**src/tses_pkg.sv**
```systemverilog
`default_nettype none

package tses_pkg;

  localparam int CFG_IDX_W  = 2;
  localparam int CFG_DATA_W = 11;

  localparam logic [CFG_IDX_W-1:0] REG_GRID_WIDTH  = 2'd0;
  localparam logic [CFG_IDX_W-1:0] REG_GRID_HEIGHT = 2'd1;

  localparam int COORD_W = 10;
  localparam int END_W   = 11;

  localparam int FIFO_DEPTH = 4;
  localparam int FIFO_PW    = $clog2(FIFO_DEPTH);
  localparam int FIFO_CW    = $clog2(FIFO_DEPTH + 1);

  typedef struct packed {
    logic               vertical;
    logic [COORD_W-1:0] fixed_coord;
    logic [COORD_W-1:0] seg_start;
    logic [END_W-1:0]   seg_end;
    logic               last;
  } res_t;

endpackage

`default_nettype wire

```
**src/tses_res_fifo.sv**
```systemverilog
`default_nettype none

module tses_res_fifo
  import tses_pkg::*;
(
  input  wire logic       clk,
  input  wire logic       rst,
  input  wire logic [1:0] push_cnt,
  input  wire res_t       d0,
  input  wire res_t       d1,
  output logic            has_room,
  output logic            out_valid,
  input  wire logic       out_ready,
  output res_t            head
);

  res_t                 slots [FIFO_DEPTH];
  logic [FIFO_PW-1:0]   wr_ptr;
  logic [FIFO_PW-1:0]   rd_ptr;
  logic [FIFO_CW-1:0]   count;
  logic                 pop;

  assign out_valid = (count != '0);
  assign pop       = out_valid && out_ready;
  assign head      = slots[rd_ptr];
  // room for a tile that yields two results
  assign has_room  = (count <= FIFO_CW'(FIFO_DEPTH - 2));

  always_ff @(posedge clk) begin
    if (push_cnt != 2'd0) begin
      slots[wr_ptr] <= d0;
    end
    if (push_cnt == 2'd2) begin
      slots[wr_ptr + FIFO_PW'(1)] <= d1;
    end
  end

  always_ff @(posedge clk) begin
    if (rst) begin
      wr_ptr <= '0;
      rd_ptr <= '0;
      count  <= '0;
    end else begin
      wr_ptr <= wr_ptr + FIFO_PW'(push_cnt);
      if (pop) begin
        rd_ptr <= rd_ptr + FIFO_PW'(1);
      end
      count <= count + FIFO_CW'(push_cnt) - FIFO_CW'(pop);
    end
  end

endmodule

`default_nettype wire

```
**config.mk**
```make
export PLATFORM = sky130hd
export DESIGN_NAME = tses_res_fifo
export DESIGN_NICKNAME = d
export VERILOG_FILES = /design/src/tses_pkg.sv /design/src/tses_res_fifo.sv
export SDC_FILE = /design/constraint.sdc
export NUM_CORES = 1
export LEC_CHECK = 0
export ABC_AREA = 1
export BUFFER_PORTS_ARGS = -buffer_cell sky130_fd_sc_hd__buf_2
export CORE_MARGIN = 2
export CORE_UTILIZATION = 35
export DETAILED_ROUTE_END_ITERATION = 8
export SLEW_MARGIN = 15
export SYNTH_ARGS = -nofsm -noshare
export SYNTH_HDL_FRONTEND = slang
export SYNTH_SLANG_ARGS = --single-unit
```
**constraint.sdc**
```tcl
create_clock -name clk -period 7.27 [get_ports clk]
set_clock_uncertainty 0.05 [all_clocks]
set_input_delay 0.727 -clock clk [delete_from_list [all_inputs] [get_ports clk]]
set_output_delay 0.727 -clock clk [all_outputs]
set_load 0.02 [all_outputs]
```
# After elaboration in Yosys (flattened, before gate mapping)
# Memory sizes are Yosys's and may differ from the RTL's. A register that Yosys moved wholly into a read port is not among the register bits.
# Cells that the tools add are included.
[word_totals] mem_bits_rw=132 memories=1 wordCells=20 regBits=7 input_bits=71 output_inout_bits=35
[mem_list] memory="slots" words=4 word_bits=33 rd=1 rd_ports_with_merged_regs=1 write_ports=2 line="tses_res_fifo.sv:17" rtl="res_t slots [FIFO_DEPTH];"
[op_classes] n_reduce_logical=3 n_eq_ne=1 n_addsub=5 n_mux=6 magnitude_cmp=1
[op_table] operator="$add 2x1->2 const B" count=2
[op_table] operator="$mux 1" count=4
[op_table] operator="$mux 2" count=2
[op_table] operator="$add 3x2->3" count=1
[op_table] operator="$le 3x2->1 const B" count=1
[op_table] operator="$reduce_bool 3->1" count=1
[op_table] operator="$sub 3x1->3" count=1
[op_table] operator="$add 2x2->2" count=1
[op_table] operator="$eq 2x2->1 const B" count=1
[op_table] operator="$reduce_bool 2->1" count=1
[op_table] operator="$logic_and 1x1->1" count=1

# Longest topological paths before layout
# Gate-level depths: netlist of run 1.
[depth] depth_word=4 mapped_depth=10 mapped_depth_nobuf=10

# Worst setup path before layout of run 1
# Ideal clock, no wire load.
[synth_path] kind="input -> register" from="in push_cnt[0]" to="mem slots[3][0] (netlist bit) (enable)" setup_slack_ns=3.459 setup_ns=0.473 arrival_time_ns=3.288 stages=2 t_required_ns=6.747 n_path_buf=0 cell_sequence="nor2_1 > o31ai_1"
[synth_lines] item="from (decl)" line="tses_res_fifo.sv:8" rtl="input wire logic [1:0] push_cnt,"
[synth_lines] item="to (decl)" line="tses_res_fifo.sv:17"

==> flow_metrics.py, run 1 <==
metrics = {
    "yosys": {
        "ys_warn_count": 0,
        "synth_nets": 787,
        "yosysMostFrequentCell": "nand2_1",
        "synth_commonest_cells": "142 x nand2_1, 132 x edfxtp_1, 96 x o21ai_1, 86 x o21ai_0, 76 x nor2_1",
        "syn_area_sq_um": 6938,
        "async_flop_share_pct": 0,
        "yosysTopAreaCellShare_pct": 57.13,
        "yosysUniqueCellTypes": 23,
        "synth.avg_cell_area_sq_um": 9.758,
        "ys_seq_elements": 141,
        "synth-edff-count": 132,
        "ys_seq_area_share_pct": 59.73,
        "syn_inst": 711,
        "yosys.area.top_type": "edfxtp_1",
        "ys_dominant_reg_cell": "edfxtp_1",
        "synth_area_leaders": "edfxtp_1 57%, nand2_1 7.7%, o21ai_1 6.9%",
    },
    "sta": {
        "fmax_ghz": 0.3015,
        "tns_ns": 0,
        "grt_setup_unrepaired": "false",
        "min_period_ns": 3.317,
        "maxSlewViolCount": 0,
        "period_share_pct": 45.63,
        "hold_violations": 0,
        "tightest_slew_ns": 1.108,
        "setup_viol": 0,
        "slew_headroom_pct": 26.00,
    },
    "worst_setup_path": {
        "critPathLaunchType": "register",
        "rr_startpoint": "wr_ptr[0]",
        "arrival_ns": 2.54,
        "critical_path_class": "register to output pin",
        "end_kind": "output pin",
        "r2r_cells": 5,
        "cp.required_ns": 6.49,
        "crit_fanout": 34,
        "rrSetupSlack_ns": 5.00,
        "rr_endpoint": "slots[3][23]",
    },
    "clock_tree": {
        "path_clk_slew_ns": 0.06,
        "insertion_delay_ns": 0.42,
        "cts_tree": "done",
        "cts_buffer_depth": 2,
        "post_cts_buffers": 0,
        "cts_buffers": 17,
        "htree_levels": 4,
        "cts_num_sinks": 141,
        "hold_buffers": 0,
        "cts_resized": 0,
        "cts-root-buf": "clkbuf_16",
    },
    "hold_path": {
        "hold-path-endpoint": "rd_ptr[0]",
        "whs_path_depth": 2,
        "holdCritPathClass": "register to register",
        "worstHoldStart": "rd_ptr[0]",
    },
    "power": {
        "p_int_uw": 1721,
        "p_leak_uw": 0.003376,
        "p_comb_share_pct": 25.9,
        "sw_frac_of_total_pct": 32.01,
        "p_sw_uw": 810.4,
        "clkPwrFrac_pct": 34.1,
        "p_per_area_nw_per_um2": 309.0,
        "peakVddDrop_mv": 0.1682,
        "pwr-share-seq_pct": 40.1,
    },
    "flow_run": {
        "maxCapViolCount": 0,
    },
    "floorplan": {
        "die_x_um": 144.8,
        "core_sq_um": 19460,
        "die_h_um": 144.8,
        "placementRows": 51,
        "io_pins": 106,
        "die-area_sq_um": 20960,
        "initial_core_util_pct": 35.65,
    },
    "route": {
        "post_drt_via_cell_ratio": 4.899,
        "routed_wl_um": 17110,
        "wl_per_cell_um": 15.89,
        "drc_errors": 0,
        "firstDrtPassIters": 5,
        "drt_iter0_drc": 329,
        "vias": 5276,
        "ant_nets": 0,
    },
    "global_routing": {
        "track_usage_pct": 16.48,
        "grt_first_pass_wirelength_um": 25990,
        "antenna_found_initial": 2,
        "overflow": 0,
        "grt_start_max_net_pins": 68,
        "grt_pass1_vias": 5016,
    },
    "placed_design": {
        "place_area_sq_um": 7606,
        "gp_congestion": 0.7279,
        "dp_hpwl_um": 9740,
        "io_buffer_count": 105,
    },
    "status": {
        "outcome": "completed",
    },
    "cells_and_area": {
        "area_delta_synth_final_pct": 18.11,
        "nNetsFinal": 873,
        "finish.instance_area_sq_um": 8194,
        "drive_gt1_share_pct": 21.48,
    },
}
## state kept, by name, summed over array words and instances (netlist names), named ones only
name	cells
slots	132
wr_ptr	2
rd_ptr	2
count	3
## through the flow
step / hold WS [ns] / cells / util (%) / worst slack, ns / power (uW)
after global routing: 0.4444 / 1075 / 42.08 / 3.726 / 2654
after global placement: 0.4220 / 1043 / 39.08 / 4.386 / 1685
final: 0.4446 / 1077 / 42.10 / 3.953 / 2532
after floorplan: 0.3981 / 711 / - / 3.459 / 1473
after CTS: 0.4421 / 1075 / 42.08 / 3.898 / 2553
after detailed placement: 0.4303 / 1043 / 39.08 / 4.352 / 1695
## power by group through the flow
stage	clock (uW)	sequential, uW	combinational (uW)
floorplan	0	1030	445
global placement	0	1030	656
detailed placement	0	1030	664
CTS	874	1010	665
global route	901	1020	732
finish	863	1010	655
## critical path, cell delays in order, from the launching register on
cell and delay, ns:
dfxtp_1 0.29, buf_4 0.25, inv_1 0.84, o21ai_0 0.24, o22ai_1 0.25, buf_2 0.21
## kinds of logic after synthesis
logic type      count (synthesis)  synth area share [%]
compound gates                241                 19.03
fa+ha+maj                       5                 1.010
simple gates                  227                 12.97
buf+inv                        97                 7.268
flops                         141                 59.73
## how the worst max path moves through the flow
| stage | startpoint | slack [ns] | depth (start not counted) | endpoint |
|---|---|---|---|---|
| 2_1_floorplan | push_cnt[0] | 3.46 | 2 | slots[3][0] |
| 3_3_place_gp | register | 4.39 | 5 | head[22] |
| 3_5_place_dp | register | 4.35 | 5 | head[22] |
| 4_1_cts | register | 3.90 | 5 | head[22] |
| 5_1_grt | register | 3.73 | 5 | head[18] |
| 6_report | register | 3.95 | 5 | head[21] |
## area by class of cell
| class | instances | area, sq um |
|---|---|---|
| flip-flops and latches | 141 | 4145 |
| fillers | 1886 | 11270 |
| diodes | 2 | 5.005 |
| repair buffers | 115 | 600.6 |
| well taps | 265 | 331.6 |
| multi-input cells | 473 | 2345 |
| clock buffers | 20 | 436.7 |
| inverters | 49 | 183.9 |
| clock inverters | 12 | 146.4 |
## metal layers
layer	routed length, um	vias up	global-route usage [%]
li1	-	2659	-
met2	8175	128	28.15
met4	182	2	4.446
met5	12	-	0
met3	1058	16	4.607
met1	7681	2471	20.53
## layout by cell type (no fill, tap or decap)
master,count
edfxtp_1,132
nor2_8,1
clkinvlp_4,2
inv_2,4
nand3_2,4
o31ai_4,4
o21ai_0,86
o21ai_2,16
dfxtp_2,1
bufinv_16,3
fa_1,1
clkbuf_16,17
o22ai_1,33
ha_1,4
nand2_1,142
nand3_1,3
dfxtp_1,8
inv_1,45
or2_2,1
diode_2,2
clkinv_4,2
o21ai_1,96
clkbuf_1,3
clkinv_1,1
clkinv_2,4
nor2_1,76
buf_2,105
buf_4,10
a21oi_1,5
a21boi_0,1
Power figures use the tool's default switching activity.
==> inputs of run 2 (changes only) <==
--- a/config.mk
+++ b/config.mk
@@ -5,7 +5,7 @@
 export SDC_FILE = /design/constraint.sdc
 export NUM_CORES = 1
 export LEC_CHECK = 0
-export ABC_AREA = 1
+export ABC_AREA = 0
 export BUFFER_PORTS_ARGS = -buffer_cell sky130_fd_sc_hd__buf_2
 export CORE_MARGIN = 2
 export CORE_UTILIZATION = 35
==> constraint.sdc (replaced) <==
create_clock -name clk -period 3 [get_ports clk]
set_clock_uncertainty 0.05 [all_clocks]
set_input_delay 0.3 -clock clk [delete_from_list [all_inputs] [get_ports clk]]
set_output_delay 0.3 -clock clk [all_outputs]
set_load 0.02 [all_outputs]
==> run 2 against run 1 <==
Against the previous run: setup slack worse by 3.3 ns; wire length is 9.9% lower; register-to-register slack got worse by 4.2 ns; sequential cell count stayed put; clock power rose by 150%; via count is 28% lower; first-iteration DRC count decreased by 32%; synthesized cell count decreased by 48%.
==> flow_metrics.py, run 2 <==
metrics = {
    "status": {
        "outcome": "completed",
    },
    "power": {
        "peakVddDrop_mv": 0.4151,
        "p_total_uw": 6193,
        "p_leak_uw": 0.002987,
        "p_per_area_nw_per_um2": 736.3,
    },
    "route": {
        "firstDrtPassIters": 5,
        "vias": 3779,
        "ant_nets": 0,
        "wl_per_cell_um": 20.30,
        "post_drt_via_cell_ratio": 4.972,
        "drc_errors": 0,
        "routed_wl_um": 15430,
        "drt_iter0_drc": 224,
    },
    "flow_run": {
        "maxCapViolCount": 0,
    },
    "cells_and_area": {
        "area_delta_synth_final_pct": 21.23,
        "layout_commonest_cell": "edfxtp_1",
        "finish.instance_area_sq_um": 8411,
        "n_fill_cell": 1737,
        "nNetsFinal": 558,
        "mostFrequentLayoutCells": "132 x edfxtp_1, 127 x mux2_2, 105 x buf_2, 33 x mux4_2, 17 x clkbuf_16",
        "regMostFlops": "slots",
        "top_regs": "slots x132, count x3",
        "drive_gt1_share_pct": 64.78,
        "largest_register_ffs": 132,
    },
    "yosys": {
        "ys_seq_area_share_pct": 59.73,
        "yosysMostFrequentCell": "edfxtp_1",
        "ys_warn_count": 0,
        "async_flop_share_pct": 0,
        "yosysUniqueCellTypes": 25,
        "syn_area_sq_um": 6938,
        "synth_nets": 446,
        "synth_commonest_cells": "132 x edfxtp_1, 127 x mux2_2, 33 x mux4_2, 12 x buf_6, 9 x dfxtp_1",
        "yosysTopAreaCellShare_pct": 57.13,
        "synth-edff-count": 132,
        "synth.avg_cell_area_sq_um": 18.75,
        "ys_dominant_reg_cell": "edfxtp_1",
        "synth_area_leaders": "edfxtp_1 57%, mux2_2 21%, mux4_2 11%",
        "yosys.area.top_type": "edfxtp_1",
        "syn_inst": 370,
        "ys_seq_elements": 141,
    },
    "sta": {
        "grt_setup_unrepaired": "false",
        "min_period_ns": 2.325,
        "slew_headroom_pct": 57.75,
        "fmax_ghz": 0.4301,
        "setup_viol": 0,
        "tns_ns": 0,
        "maxSlewViolCount": 0,
        "hold_violations": 0,
        "period_share_pct": 77.50,
        "tightest_slew_ns": 0.6320,
        "holdWs_ns": 0.1380,
    },
    "clock_tree": {
        "post_cts_buffers": 0,
        "cts_buffers": 17,
        "path_clk_slew_ns": 0.06,
        "cts_buffer_depth": 2,
        "cts-root-buf": "clkbuf_16",
        "cts_resized": 0,
        "cts_num_sinks": 141,
        "insertion_delay_ns": 0.41,
        "htree_levels": 4,
        "cts_tree": "done",
        "hold_buffers": 0,
    },
    "floorplan": {
        "core_sq_um": 19460,
        "placementRows": 51,
        "io_pins": 106,
        "initial_core_util_pct": 35.65,
        "die-area_sq_um": 20960,
        "die_h_um": 144.8,
        "die_x_um": 144.8,
    },
    "worst_setup_path": {
        "end_kind": "output pin",
        "critical_path_class": "register to output pin",
        "crit_fanout": 20,
        "critPathLaunchType": "register",
        "crit_family": "flip-flops",
        "path_buf_inv": 2,
        "arrival_ns": 1.98,
        "cp.required_ns": 2.65,
        "cp_cell_sequence": "buf_4, mux4_2, buf_2",
        "critPathMaxStageDelay_ns": 0.73,
        "slowest_stage": "dfxtp_2",
    },
    "hold_path": {
        "holdCritPathClass": "input pin to register",
    },
    "global_routing": {
        "track_usage_pct": 15.31,
        "grt_pass1_vias": 3929,
        "antenna_found_initial": 2,
        "overflow": 0,
        "grt_start_max_net_pins": 34,
        "grt_first_pass_wirelength_um": 22950,
    },
    "placed_design": {
        "dp_hpwl_um": 9631,
        "gp_congestion": 0.7067,
        "place_area_sq_um": 7806,
        "io_buffer_count": 105,
    },
}
[run 2: cell types whose count changed after synthesis, sizes merged, moves of 5 or more]
| cell | delta |
|---|---|
| buf | -8 |
| clkbuf | -16 |
| inv | -42 |
| mux2 | +135 |
| mux4 | +33 |
| nand2 | -142 |
| nand3 | -7 |
| nor2 | -71 |
| nor2b | +5 |
| o21ai | -197 |
| o22ai | -33 |
[run 2: worst paths after layout]
kind / start / end / slack (ns) / cells after the start
worst max-delay path: register / head[15] / 0.67 / 3
worst max register to register: wr_ptr[1] / slots[0][25] / 0.81 / 3
worst min register to register: rd_ptr[1] / register / 0.54 / 2
worst min-delay path: rst / count[2] / 0.14 / 2
[run 2: cells by family after synthesis]
family,synth area share (%)
AND/OR/NAND/NOR,1.785
adder cells (fa/ha/maj),1.010
XOR/XNOR,0.6492
multiplexers,33.09
buffers and inverters,3.120
AO/OA/AOI/OAI,0.6130
flip-flops,59.73
[run 2: metal layers]
layer	track usage [%]	vias to the layer above	share of wire [%]	routed length, um
li1	-	1732	-	-
met1	19.36	1931	43	6654
met2	25.50	104	50	7711
met3	4.903	10	6.0	929
met4	3.986	2	0.80	123
met5	0	-	0.045	7
[run 2: layout make-up]
class / instances / area, sq um / area share [%]
clock inverter: 14 / 176.4 / 2.098
timing repair buffer: 117 / 678.2 / 8.063
antenna: 1 / 2.502 / 0.02975
inverter: 7 / 26.28 / 0.3124
multi-input combinational: 198 / 2624 / 31.20
sequential: 141 / 4146 / 49.30
tap: 265 / 331.6 / 3.942
clock buffer: 17 / 425.4 / 5.058
[run 2: where the power goes]
group / switching [uW] / internal, uW
Sequential: 103 / 2420
Clock: 785 / 1370
Combinational: 802 / 710
[run 2: metrics by stage]
step                      worst slack [ns]  cells  util (%)
final                               0.6750    760     43.21
after floorplan                     0.3979    370         -
after CTS                           0.6147    759     43.20
after global placement              0.8389    728     40.11
after detailed placement            0.7708    728     40.11
after global routing                0.5883    760     43.21
==> inputs of run 3 (changes only) <==
==> constraint.sdc (replaced) <==
create_clock -name clk -period 2.2 [get_ports clk]
set_clock_uncertainty 0.05 [all_clocks]
set_input_delay 0.22 -clock clk [delete_from_list [all_inputs] [get_ports clk]]
set_output_delay 0.22 -clock clk [all_outputs]
set_load 0.02 [all_outputs]
==> run 3 against run 2 <==
Against the previous run: die area stayed put; count of clock-buffer cells in the layout is 3 higher; core utilization is 0.53 points higher; combinational power is 44% higher; final cell count is 1.3% higher; final area is 1.2% higher; via count is 1.6% higher; critical path type is now register to register; highest routed layer unchanged.
==> flow_metrics.py, run 3 (synthesized netlist as in run 2, its figures left out) <==
metrics = {
    "status": {
        "outcome": "completed",
    },
    "worst_setup_path": {
        "end_kind": "register",
        "critical_path_class": "register to register",
        "crit_fanout": 5,
        "cp.required_ns": 2.50,
        "arrival_ns": 2.42,
        "critPathLaunchType": "register",
    },
    "cells_and_area": {
        "mostFrequentLayoutCells": "132 x edfxtp_1, 127 x mux2_2, 105 x buf_2, 33 x mux4_2, 17 x clkbuf_16",
        "nNetsFinal": 568,
        "regMostFlops": "slots",
        "n_fill_cell": 1732,
        "area_delta_synth_final_pct": 22.71,
        "stdcell_count": 770,
        "drive_gt1_share_pct": 65.35,
        "top_regs": "slots x132, count x3",
        "layout_commonest_cell": "edfxtp_1",
        "n_antenna_cell": 0,
        "largest_register_ffs": 132,
    },
    "global_routing": {
        "antenna_found_initial": 1,
        "grt_first_pass_wirelength_um": 23310,
        "overflow": 0,
        "grt_start_max_net_pins": 22,
        "grt_pass1_vias": 4151,
        "track_usage_pct": 15.34,
    },
    "clock_tree": {
        "insertion_delay_ns": 0.41,
        "cts-root-buf": "clkbuf_16",
        "cts_tree": "done",
        "cts_buffers": 17,
        "cts_buffer_depth": 2,
        "htree_levels": 4,
        "hold_buffers": 0,
        "cts_num_sinks": 141,
        "path_clk_slew_ns": 0.06,
    },
    "floorplan": {
        "die_x_um": 144.8,
        "io_pins": 106,
        "initial_core_util_pct": 35.65,
        "core_sq_um": 19460,
        "placementRows": 51,
        "die-area_sq_um": 20960,
        "die_h_um": 144.8,
    },
    "sta": {
        "maxSlewViolCount": 0,
        "setup_viol": 0,
        "tightest_slew_ns": 0.5330,
        "hold_violations": 0,
        "grt_setup_unrepaired": "false",
        "fmax_ghz": 0.4726,
        "slew_headroom_pct": 64.37,
        "holdWs_ns": 0.03895,
        "period_share_pct": 96.18,
        "min_period_ns": 2.116,
    },
    "route": {
        "post_drt_via_cell_ratio": 4.988,
        "drt_iter0_drc": 254,
        "vias": 3841,
        "routed_wl_um": 15390,
        "wl_per_cell_um": 19.98,
        "ant_nets": 0,
        "drc_errors": 0,
        "firstDrtPassIters": 4,
    },
    "hold_path": {
        "holdCritPathClass": "input pin to register",
    },
    "power": {
        "p_comb_share_pct": 25.4,
        "p_per_area_nw_per_um2": 1005,
        "pwr-share-seq_pct": 39.9,
        "p_sw_uw": 2333,
        "peakVddDrop_mv": 0.5001,
        "p_int_uw": 6220,
        "p_leak_uw": 0.003056,
        "p_total_uw": 8554,
        "clkPwrFrac_pct": 34.7,
        "sw_frac_of_total_pct": 27.28,
    },
    "placed_design": {
        "dpl.cell_count": 736,
        "io_buffer_count": 105,
        "dp_hpwl_um": 9585,
        "gp_congestion": 0.6927,
    },
    "flow_run": {
        "maxCapViolCount": 0,
    },
}
==> run 3: cell count changes in the layout (fill, tap and decap cells not counted) <==
cell | before | now
buf_12 | 5 | 7
buf_4 | 7 | 15
clkbuf_1 | 0 | 3
clkinv_1 | 4 | 2
clkinv_4 | 1 | 2
clkinvlp_4 | 3 | 2
diode_2 | 1 | 0
==> run 3: layout make-up <==
| cell class | instances | area, sq um | share of cell area [%] |
|---|---|---|---|
| flip-flops and latches | 141 | 4146 | 48.71 |
| multi-input cells | 198 | 2624 | 30.82 |
| repair buffers | 127 | 778.2 | 9.142 |
| clock buffers | 20 | 436.7 | 5.129 |
| well taps | 265 | 331.6 | 3.895 |
| clock inverters | 12 | 170.2 | 1.999 |
| inverters | 7 | 26.28 | 0.3086 |
==> run 3: critical path, cell delays in order (launching register included) <==
cell and delay (ns):
dfxtp_1 0.34, o31a_1 0.35, ha_1 0.28, inv_1 0.04
ha_1 0.19, fa_1 0.40, xnor3_1 0.33, nor2_1 0.08
==> run 3: power groups by stage <==
stage | Clock [uW] | Combinational (uW) | Sequential (uW)
2_1_floorplan | 0 | 1470 | 3420
3_3_place_gp | 0 | 2170 | 3450
3_5_place_dp | 0 | 2200 | 3470
4_1_cts | 3020 | 2210 | 3410
5_1_grt | 3140 | 2350 | 3440
6_report | 2970 | 2170 | 3410
==> run 3: routing by layer <==
metal / GRT usage [%] / part of all wire [%] / up-vias
li1: - / - / 1741
met1: 18.18 / 41 / 1988
met2: 27.36 / 53 / 90
met3: 4.278 / 4.5 / 20
met4: 4.139 / 1.0 / 2
met5: 0 / 0.084 / -
==> run 3: what timing repair did <==
action	4_1_cts	5_1_grt
setup buffers	0	2
endpoints found under the setup margin	0	1
gates resized for setup	0	0
hold endpoints to repair	0	0
==> run 3: per-stage QoR <==
stage | TNS, ns | setup slack (ns) | cell area [sq um] | util [%]
after detailed placement | 0 | 0.08424 | 7891 | 40.55
after global routing | 0 | 0.0004943 | 8513 | 43.74
after global placement | 0 | 0.1517 | 7891 | 40.55
after floorplan | -16.26 | -0.2464 | 6945 | -
final | 0 | 0.08397 | 8513 | 43.74
after CTS | 0 | 0.06874 | 8498 | 43.66
==> run 3: worst paths after layout <==
check                  from   endpoint  slack [ns]  cells after the start
setup reg to reg   count[0]   count[2]        0.08                      7
hold reg to reg   rd_ptr[1]   register        0.54                      2
setup / recovery   count[0]   count[2]        0.08                      7
hold / removal          rst  wr_ptr[1]        0.04                      2
